### config.mk
export PLATFORM = sky130hd
export DESIGN_NAME = skyline_atlas_allocator_top
export DESIGN_NICKNAME = d
export VERILOG_FILES = /design/src/sv/sal_pkg.sv /design/src/sv/sal_ram.sv /design/src/sv/sal_engine.sv /design/src/sv/skyline_atlas_allocator_top.sv
export SDC_FILE = /design/constraint.sdc
export NUM_CORES = 2
export LEC_CHECK = 0
export BUFFER_PORTS_ARGS = -buffer_cell sky130_fd_sc_hd__buf_4
export CELL_PAD_IN_SITES_DETAIL_PLACEMENT = 0
export CELL_PAD_IN_SITES_GLOBAL_PLACEMENT = 1
export CORE_MARGIN = 5
export CORE_UTILIZATION = 30
export CTS_BUF_LIST = sky130_fd_sc_hd__clkbuf_8
export DETAILED_ROUTE_END_ITERATION = 7
export GPL_TIMING_DRIVEN = 1
export HOLD_SLACK_MARGIN = 0.15
export PLACE_DENSITY = 0.47
export SKIP_LAST_GASP = 1
export SYNTH_ARGS = -nofsm -noshare
export SYNTH_HDL_FRONTEND = slang
export SYNTH_SLANG_ARGS = --single-unit
### constraint.sdc
create_clock -name clock -period 10.35 [get_ports clock]
set_input_delay 0 -clock clock [delete_from_list [all_inputs] [get_ports clock]]
set_output_delay 0 -clock clock [all_outputs]
set_load 0.02 [all_outputs]
### src/sv/sal_pkg.sv
// ----------------------------------------------------------------------------
// sal_pkg
// Shared types and constants for the skyline rectangle allocator.
// ----------------------------------------------------------------------------
package sal_pkg;

   localparam int DEF_SHEET_WIDTH  = 128;
   localparam int DEF_SHEET_HEIGHT = 128;

   localparam int RECT_W   = 8;
   localparam int CORNER_W = 7;

   localparam logic OP_ALLOC = 1'b0;
   localparam logic OP_CLEAR = 1'b1;

   typedef struct packed {
      logic              op;
      logic [RECT_W-1:0] rect_width;
      logic [RECT_W-1:0] rect_height;
   } req_type;

   typedef struct packed {
      logic                placed;
      logic [CORNER_W-1:0] corner_x;
      logic [CORNER_W-1:0] corner_y;
   } rsp_type;

endpackage

### src/sv/sal_ram.sv
// ----------------------------------------------------------------------------
// sal_ram
// Generic simple dual-port RAM: one write port, one read port, registered read.
// ----------------------------------------------------------------------------
module sal_ram #(
   parameter int WIDTH = 8,
   parameter int DEPTH = 128
) (
   input  logic                     clock,
   input  logic                     wr_en,
   input  logic [$clog2(DEPTH)-1:0] wr_addr,
   input  logic [WIDTH-1:0]         wr_data,
   input  logic [$clog2(DEPTH)-1:0] rd_addr,
   output logic [WIDTH-1:0]         rd_data
);

   logic [WIDTH-1:0] mem_ff [DEPTH];
   logic [WIDTH-1:0] rd_data_ff;

   always_ff @(posedge clock) begin
      if (wr_en) begin
         mem_ff[wr_addr] <= wr_data;
      end
      rd_data_ff <= mem_ff[rd_addr];
   end

   assign rd_data = rd_data_ff;

endmodule

### src/sv/sal_engine.sv
// ----------------------------------------------------------------------------
// sal_engine
// Skyline search and update. Column heights live in one RAM; block suffix
// maxima for the sliding-window maximum live in a second RAM. Pass 1 walks
// the columns right to left building suffix maxima within blocks of the
// rectangle width, pass 2 walks left to right with a running prefix maximum;
// window max = max(suffix[i], prefix[i+w-1]). Then the winning span is
// written back one column per cycle.
// ----------------------------------------------------------------------------
module sal_engine #(
   parameter int SHEET_WIDTH  = sal_pkg::DEF_SHEET_WIDTH,
   parameter int SHEET_HEIGHT = sal_pkg::DEF_SHEET_HEIGHT
) (
   input  logic             clock,
   input  logic             reset,
   input  logic             start,
   input  sal_pkg::req_type start_req,
   output logic             ready,
   input  logic             out_free,
   output logic             done,
   output sal_pkg::rsp_type done_rsp
);
   import sal_pkg::*;

   localparam int XW = $clog2(SHEET_WIDTH);
   localparam int HW = $clog2(SHEET_HEIGHT + 1);
   localparam int SW = ((HW > RECT_W) ? HW : RECT_W) + 1;
   localparam int CW = ((XW > RECT_W) ? XW : RECT_W) + 1;

   localparam logic [XW-1:0] LAST_COL = XW'(SHEET_WIDTH - 1);
   localparam logic [XW-1:0] LAST_WIN = XW'(SHEET_WIDTH - 2);

   typedef enum logic [3:0] {
      ST_CLEAR, ST_IDLE, ST_SUFFIX, ST_TURN, ST_SCAN,
      ST_LAST, ST_CHECK, ST_WRITE, ST_DONE
   } state_type;

   state_type         state_ff;
   logic [XW-1:0]     j_ff;
   logic [XW-1:0]     k_ff;
   logic [XW-1:0]     k0_ff;
   logic [XW-1:0]     w_ff;
   logic [RECT_W-1:0] h_ff;
   logic [XW-1:0]     cnt_ff;
   logic              clr_rsp_ff;

   logic              sb_suf_ff;
   logic              sb_scan_ff;
   logic              sb_rst_ff;
   logic [XW-1:0]     sb_j_ff;
   logic [HW-1:0]     run_ff;

   logic [HW-1:0]     best_base_ff;
   logic [XW-1:0]     best_x_ff;
   logic [HW-1:0]     fill_ff;
   rsp_type           rsp_ff;

   logic [XW-1:0]     wm1;
   logic [CW-1:0]     width_ext;
   logic              reject;
   logic [SW-1:0]     top_sum;

   logic              col_wr_en;
   logic [XW-1:0]     col_wr_addr;
   logic [HW-1:0]     col_wr_data;
   logic [XW-1:0]     col_rd_addr;
   logic [HW-1:0]     col_rd_data;
   logic [XW-1:0]     suf_rd_addr;
   logic [HW-1:0]     suf_rd_data;

   logic [HW-1:0]     run_in;
   logic [HW-1:0]     win_max;
   logic              win_ok;

   assign wm1       = w_ff - XW'(1);
   assign width_ext = CW'(start_req.rect_width);
   assign reject    = (start_req.rect_width == '0) || (start_req.rect_height == '0) ||
                      (width_ext >= CW'(SHEET_WIDTH));
   assign top_sum   = SW'(best_base_ff) + SW'(h_ff);

   // memory ports
   always_comb begin
      col_wr_en   = 1'b0;
      col_wr_addr = j_ff;
      col_wr_data = fill_ff;
      if (state_ff == ST_CLEAR) begin
         col_wr_en   = 1'b1;
         col_wr_data = '0;
      end else if (state_ff == ST_WRITE) begin
         col_wr_en   = 1'b1;
      end
      col_rd_addr = j_ff;
      suf_rd_addr = (j_ff >= wm1) ? (j_ff - wm1) : '0;
   end

   sal_ram #(.WIDTH(HW), .DEPTH(SHEET_WIDTH)) u_col_ram (
      .clock   (clock),
      .wr_en   (col_wr_en),
      .wr_addr (col_wr_addr),
      .wr_data (col_wr_data),
      .rd_addr (col_rd_addr),
      .rd_data (col_rd_data)
   );

   sal_ram #(.WIDTH(HW), .DEPTH(SHEET_WIDTH)) u_suf_ram (
      .clock   (clock),
      .wr_en   (sb_suf_ff),
      .wr_addr (sb_j_ff),
      .wr_data (run_in),
      .rd_addr (suf_rd_addr),
      .rd_data (suf_rd_data)
   );

   // second stage: running block max and window compare
   always_comb begin
      run_in  = (sb_rst_ff || (col_rd_data > run_ff)) ? col_rd_data : run_ff;
      win_max = (suf_rd_data > run_in) ? suf_rd_data : run_in;
      win_ok  = sb_scan_ff && (sb_j_ff >= wm1) && (sb_j_ff <= LAST_WIN) &&
                (win_max < best_base_ff);
   end

   always_ff @(posedge clock) begin
      if (reset) begin
         state_ff   <= ST_CLEAR;
         j_ff       <= '0;
         clr_rsp_ff <= 1'b0;
         sb_suf_ff  <= 1'b0;
         sb_scan_ff <= 1'b0;
      end else begin
         sb_suf_ff  <= (state_ff == ST_SUFFIX);
         sb_scan_ff <= (state_ff == ST_SCAN);
         sb_j_ff    <= j_ff;
         if (sb_suf_ff || sb_scan_ff) begin
            run_ff <= run_in;
         end
         if (win_ok) begin
            best_base_ff <= win_max;
            best_x_ff    <= sb_j_ff - wm1;
         end

         unique case (state_ff)
            ST_CLEAR: begin
               j_ff <= j_ff + XW'(1);
               if (j_ff == LAST_COL) begin
                  state_ff <= clr_rsp_ff ? ST_DONE : ST_IDLE;
               end
            end
            ST_IDLE: begin
               if (start) begin
                  w_ff   <= XW'(width_ext);
                  h_ff   <= start_req.rect_height;
                  rsp_ff <= '0;
                  k_ff   <= '0;
                  if (start_req.op == OP_CLEAR) begin
                     j_ff       <= '0;
                     clr_rsp_ff <= 1'b1;
                     state_ff   <= ST_CLEAR;
                  end else if (reject) begin
                     state_ff <= ST_DONE;
                  end else begin
                     j_ff     <= LAST_COL;
                     state_ff <= ST_SUFFIX;
                  end
               end
            end
            ST_SUFFIX: begin
               // blocks end (high side) where k is zero
               sb_rst_ff <= (k_ff == '0);
               k_ff      <= (k_ff == wm1) ? '0 : k_ff + XW'(1);
               j_ff      <= j_ff - XW'(1);
               if (j_ff == '0) begin
                  k0_ff    <= k_ff;
                  state_ff <= ST_TURN;
               end
            end
            ST_TURN: begin
               j_ff         <= '0;
               k_ff         <= k0_ff;
               best_base_ff <= HW'(SHEET_HEIGHT);
               best_x_ff    <= '0;
               state_ff     <= ST_SCAN;
            end
            ST_SCAN: begin
               // blocks start (low side) where k is w-1, or at column zero
               sb_rst_ff <= (k_ff == wm1) || (j_ff == '0);
               k_ff      <= (k_ff == '0) ? wm1 : k_ff - XW'(1);
               j_ff      <= j_ff + XW'(1);
               if (j_ff == LAST_COL) begin
                  state_ff <= ST_LAST;
               end
            end
            ST_LAST: begin
               state_ff <= ST_CHECK;
            end
            ST_CHECK: begin
               if (top_sum > SW'(SHEET_HEIGHT)) begin
                  state_ff <= ST_DONE;
               end else begin
                  fill_ff         <= HW'(top_sum);
                  j_ff            <= best_x_ff;
                  cnt_ff          <= w_ff;
                  rsp_ff.placed   <= 1'b1;
                  rsp_ff.corner_x <= CORNER_W'(best_x_ff);
                  rsp_ff.corner_y <= CORNER_W'(best_base_ff);
                  state_ff        <= ST_WRITE;
               end
            end
            ST_WRITE: begin
               j_ff   <= j_ff + XW'(1);
               cnt_ff <= cnt_ff - XW'(1);
               if (cnt_ff == XW'(1)) begin
                  state_ff <= ST_DONE;
               end
            end
            ST_DONE: begin
               if (out_free) begin
                  clr_rsp_ff <= 1'b0;
                  state_ff   <= ST_IDLE;
               end
            end
            default: begin
               state_ff <= ST_IDLE;
            end
         endcase
      end
   end

   assign ready    = (state_ff == ST_IDLE);
   assign done     = (state_ff == ST_DONE) && out_free;
   assign done_rsp = rsp_ff;

endmodule

### src/sv/skyline_atlas_allocator_top.sv
// ----------------------------------------------------------------------------
// skyline_atlas_allocator_top
// Skyline bottom-left rectangle allocator with a registered result channel.
// ----------------------------------------------------------------------------
//  Channel  Direction  Ports
//  req      in         req_valid, req_stall, req_op, req_rect_width, req_rect_height
//  rsp      out        rsp_valid, rsp_stall, rsp_placed, rsp_corner_x, rsp_corner_y
//
//  Allocate: two sweeps of the column RAM, then one write per spanned column
//  when placed; the two sweeps alone on no room; an invalid request goes
//  straight to the result. Clear: one zeroing pass over the column RAM.
//  After reset a clearing pass zeroes the column RAM; req_stall stays high
//  meanwhile. One transaction is in the engine at a time; a new one is taken
//  while the previous result waits in rsp.
// ----------------------------------------------------------------------------
module skyline_atlas_allocator_top #(
   parameter int SHEET_WIDTH  = sal_pkg::DEF_SHEET_WIDTH,
   parameter int SHEET_HEIGHT = sal_pkg::DEF_SHEET_HEIGHT
) (
   input  logic                           clock,
   input  logic                           reset,
   input  logic                           req_valid,
   output logic                           req_stall,
   input  logic                           req_op,
   input  logic [sal_pkg::RECT_W-1:0]     req_rect_width,
   input  logic [sal_pkg::RECT_W-1:0]     req_rect_height,
   output logic                           rsp_valid,
   input  logic                           rsp_stall,
   output logic                           rsp_placed,
   output logic [sal_pkg::CORNER_W-1:0]   rsp_corner_x,
   output logic [sal_pkg::CORNER_W-1:0]   rsp_corner_y
);
   import sal_pkg::*;

   logic    eng_ready;
   logic    eng_done;
   rsp_type eng_rsp;
   req_type req_in;
   logic    out_free;

   logic    rsp_valid_ff;
   rsp_type rsp_ff;

   assign req_in.op          = req_op;
   assign req_in.rect_width  = req_rect_width;
   assign req_in.rect_height = req_rect_height;

   assign req_stall = !eng_ready;
   assign out_free  = !rsp_valid_ff || !rsp_stall;

   sal_engine #(
      .SHEET_WIDTH  (SHEET_WIDTH),
      .SHEET_HEIGHT (SHEET_HEIGHT)
   ) u_engine (
      .clock     (clock),
      .reset     (reset),
      .start     (req_valid && eng_ready),
      .start_req (req_in),
      .ready     (eng_ready),
      .out_free  (out_free),
      .done      (eng_done),
      .done_rsp  (eng_rsp)
   );

   always_ff @(posedge clock) begin
      if (reset) begin
         rsp_valid_ff <= 1'b0;
      end else if (out_free) begin
         rsp_valid_ff <= eng_done;
         if (eng_done) begin
            rsp_ff <= eng_rsp;
         end
      end
   end

   assign rsp_valid    = rsp_valid_ff;
   assign rsp_placed   = rsp_ff.placed;
   assign rsp_corner_x = rsp_ff.corner_x;
   assign rsp_corner_y = rsp_ff.corner_y;

endmodule

==> flow_summary.json <==
{
  "synth_compound_area_share_pct": 11.1,
  "required_ps": 11030,
  "powerDensity_nw_per_um2": 191,
  "critPathKind": "flop to flop",
  "critical_path_buf_inv_count": 5,
  "grt_max_degree": 133,
  "maxSlewViolCount": 0,
  "synth_nets": 5478,
  "overflow": 0,
  "cts_buffer_depth": 4,
  "ctsRootBufferMaster": "clkbuf_8",
  "muxShareOfSynthArea_pct": 0.964,
  "critPathCaptureType": "flop",
  "synthAdderAreaFrac_pct": 0.909,
  "hold_start": "req_op",
  "wl_um": 279000,
  "synth_top_area_share_pct": 76.5,
  "synth_seq_cells": 2184,
  "maxCapViolations": 0,
  "path_max_fanout": 74,
  "clk_latency_ps": 1080,
  "min_path_type": "input port to flop",
  "nFillCells": 26895,
  "final.min_clock_period_ps": 6720,
  "p_leak_nw": 30.7,
  "synthArstFlopShare_pct": 0,
  "tightest_slew_ps": 1350,
  "grt_pass1_wl_um": 394000,
  "relSlewSlack_pct": 7.76,
  "nets": 5747,
  "final_cells": 9697,
  "synthXorXnorAreaFrac_pct": 0.456,
  "ys.flop_type": "edfxtp_1",
  "power_frac_comb_pct": 6.2,
  "synth_top_family_by_area": "compound AO/OA/AOI/OAI gates",
  "utilization_pct": 34.7,
  "drive_gt1_share_pct": 12.4,
  "p_total_mw": 18.5,
  "synth_warnings": 0,
  "cts_tree": "done",
  "coreArea_sq_um": 280000,
  "syn_inst": 5398,
  "pin_count": 38,
  "r2r_slack_ps": 3630,
  "rsz0062_at_grt": "no",
  "status": "completed",
  "cts_resized": 0,
  "antenna_found_initial": 11,
  "initial_core_util_pct": 30.2,
  "die_x_um": 541,
  "switching_share_pct": 24.8,
  "seq_power_share_pct": 53.4,
  "vias": 51046,
  "setup_total_negative_slack_ps": 0,
  "multi_input_area_sq_um": 18000,
  "setup.worst_path.start_class": "flop",
  "clock_sinks": 2184,
  "whs_path_depth": 6,
  "final_common_cell": "edfxtp_1",
  "gp_congestion": 0.769,
  "clockPowerShare_pct": 40.4,
  "dp.final_hpwl_um": 162000,
  "final_cell_mix": "edfxtp_1, nand2_1, clkbuf_8",
  "ys_types": 73,
  "area_growth_pct": 14.9,
  "syn_area_sq_um": 84500,
  "io_buffers": 37,
  "clk_pin_slew_worst_paths_ps": 60,
  "cts-buffers-inserted": 391,
  "wl_per_cell_um": 28.7,
  "hold_violations": 0,
  "grt_util_all_layers_pct": 18.4,
  "synth_edf_count": 2153,
  "r2r_cells": 26,
  "dp_cells": 8947,
  "max_stage_delay_ps": 720,
  "cts-hold-fix-buffers": 51,
  "syn_avg_cell_area_sq_um": 15.7,
  "cp.arrival_ps": 7410,
  "viasPerCell": 5.26,
  "rows": 194,
  "rr_startpoint": "u_engine.run_ff[5]$_DFFE_PP_",
  "r2r-end": "u_engine.best_x_ff[2]$_SDFFCE_PP0P_",
  "cts_setup_buffers": 0,
  "irDropWorstVdd_v": 0.0000944,
  "yosys.area_share.simple_pct": 7.43,
  "crit_slowest_cell": "buf_4",
  "fmax_mhz": 149,
  "cts_max_level": 5,
  "yosysSeqAreaShare_pct": 77.2,
  "die_y_um": 541,
  "drc": 0,
  "cp_top_family": "compound AO/OA/AOI/OAI gates",
  "drt-pass1-iter-count": 6,
  "power.switching_mw": 4.61,
  "ant_nets": 0,
  "drt_iter0_markers": 4487,
  "finalSetupViolCount": 0,
  "worstHoldEndpoint": "u_engine.col_rd_addr[6]$_SDFFE_PP0P_",
  "p_int_mw": 13.9,
  "grt_pass1_vias": 51124,
  "cp.depth": 26,
  "skew_ps": 100,
  "dieArea_sq_um": 292000,
  "ys_top_cells_by_area": "edfxtp_1, a22oi_1, nand2_1",
  "synth_top_cell_by_area": "edfxtp_1",
  "period_share_pct": 65.0,
  "final-seq-area_sq_um": 65300
}
power by group through the flow:
| stage | sequential (mW) | clock (mW) | combinational, mW |
|---|---|---|---|
| 2_1_floorplan | 10.1 | 0 | 0.565 |
| 3_3_place_gp | 10.1 | 0 | 1.15 |
| 3_5_place_dp | 10.1 | 0 | 1.15 |
| 4_1_cts | 9.90 | 7.69 | 1.17 |
| 5_1_grt | 9.90 | 8.11 | 1.23 |
| 6_report | 9.90 | 7.49 | 1.15 |
cell usage after synthesis, drive strengths merged (12+ instances only):
cell type / count
nor2b: 20
or4: 13
nand3: 165
buf: 127
xnor2: 25
a32oi: 21
inv: 55
o22ai: 32
o211ai: 21
a22oi: 357
nand4: 95
o41ai: 24
a311oi: 12
a21oi: 98
xor2: 19
nor4: 20
nand2: 502
mux2i: 42
nor3: 93
clkbuf: 219
nor2: 369
a31oi: 128
a22o: 99
a221oi: 163
and2: 25
and3: 52
edfxtp: 2153
dfxtp: 31
a221o: 58
o221ai: 39
mux2: 17
o21ai: 96
or3: 15
a2111oi: 12
ha: 55
worst min-delay path: stages:
cell and delay (ps):
dlygate4sd3_1 530, buf_4 120, nor3b_1 80, nor2_1 160, o211ai_1 120, a21oi_1 190
flip-flops by register name, summed over array words and instances, names as in the netlist, 7 cells and up:
signal / count
rsp_corner_x: 7
rsp_corner_y: 7
u_engine.best_base_ff: 8
u_engine.best_x_ff: 7
u_engine.cnt_ff: 7
u_engine.col_rd_addr: 7
u_engine.done_rsp: 15
u_engine.fill_ff: 8
u_engine.h_ff: 8
u_engine.k0_ff: 7
u_engine.k_ff: 7
u_engine.run_ff: 8
u_engine.sb_j_ff: 7
u_engine.u_col_ram.mem_ff: 1024
u_engine.u_col_ram.rd_data: 8
u_engine.u_suf_ram.mem_ff: 1024
u_engine.u_suf_ram.rd_data: 8
u_engine.w_ff: 7
per-stage QoR:
step	hold WS [ps]	worst slack, ps	cell area, sq um
global placement	190	3580	89500
floorplan	98.9	1330	84500
detailed placement	191	3690	89500
finish	258	3630	97100
CTS	151	3610	97100
global route	234	2980	97100
routing by layer:
| layer | global-route usage [%] | wire [um] | up-vias |
|---|---|---|---|
| li1 | - | - | 22328 |
| met1 | 27.0 | 132000 | 26886 |
| met2 | 28.5 | 126000 | 1475 |
| met3 | 3.12 | 14600 | 355 |
| met4 | 4.18 | 5880 | 2 |
| met5 | 0 | 12 | - |
worst max-delay path by stage:
stage                                      start                                     end  slack (ps)
floorplan           u_engine.run_ff[5]$_DFFE_PP_  u_engine.best_base_ff[0]$_SDFFCE_PP0P_        1330
global placement    u_engine.run_ff[5]$_DFFE_PP_     u_engine.best_x_ff[3]$_SDFFCE_PP0P_        3580
detailed placement  u_engine.run_ff[5]$_DFFE_PP_     u_engine.best_x_ff[5]$_SDFFCE_PP0P_        3690
CTS                 u_engine.run_ff[5]$_DFFE_PP_     u_engine.best_x_ff[2]$_SDFFCE_PP0P_        3610
global route        u_engine.run_ff[5]$_DFFE_PP_     u_engine.best_x_ff[2]$_SDFFCE_PP0P_        2980
finish              u_engine.run_ff[5]$_DFFE_PP_     u_engine.best_x_ff[2]$_SDFFCE_PP0P_        3630
logic make-up after synthesis:
kind of cell    Yosys count
flops                  2184
fa+ha+maj                59
buf+inv                 402
compound gates         1245
xor+xnor                 44
simple gates           1396
mux                      68
area by class of cell:
| class | count | area share (%) |
|---|---|---|
| Sequential cell | 2184 | 67.2 |
| Multi-Input combinational cell | 2812 | 18.5 |
| Clock buffer | 401 | 5.68 |
| Tap cell | 3724 | 4.80 |
| Timing Repair Buffer | 222 | 1.95 |
| Clock inverter | 295 | 1.61 |
| Inverter | 56 | 0.217 |
| Antenna cell | 3 | 0.00773 |
No activity file was read; power rests on OpenSTA's default activity.
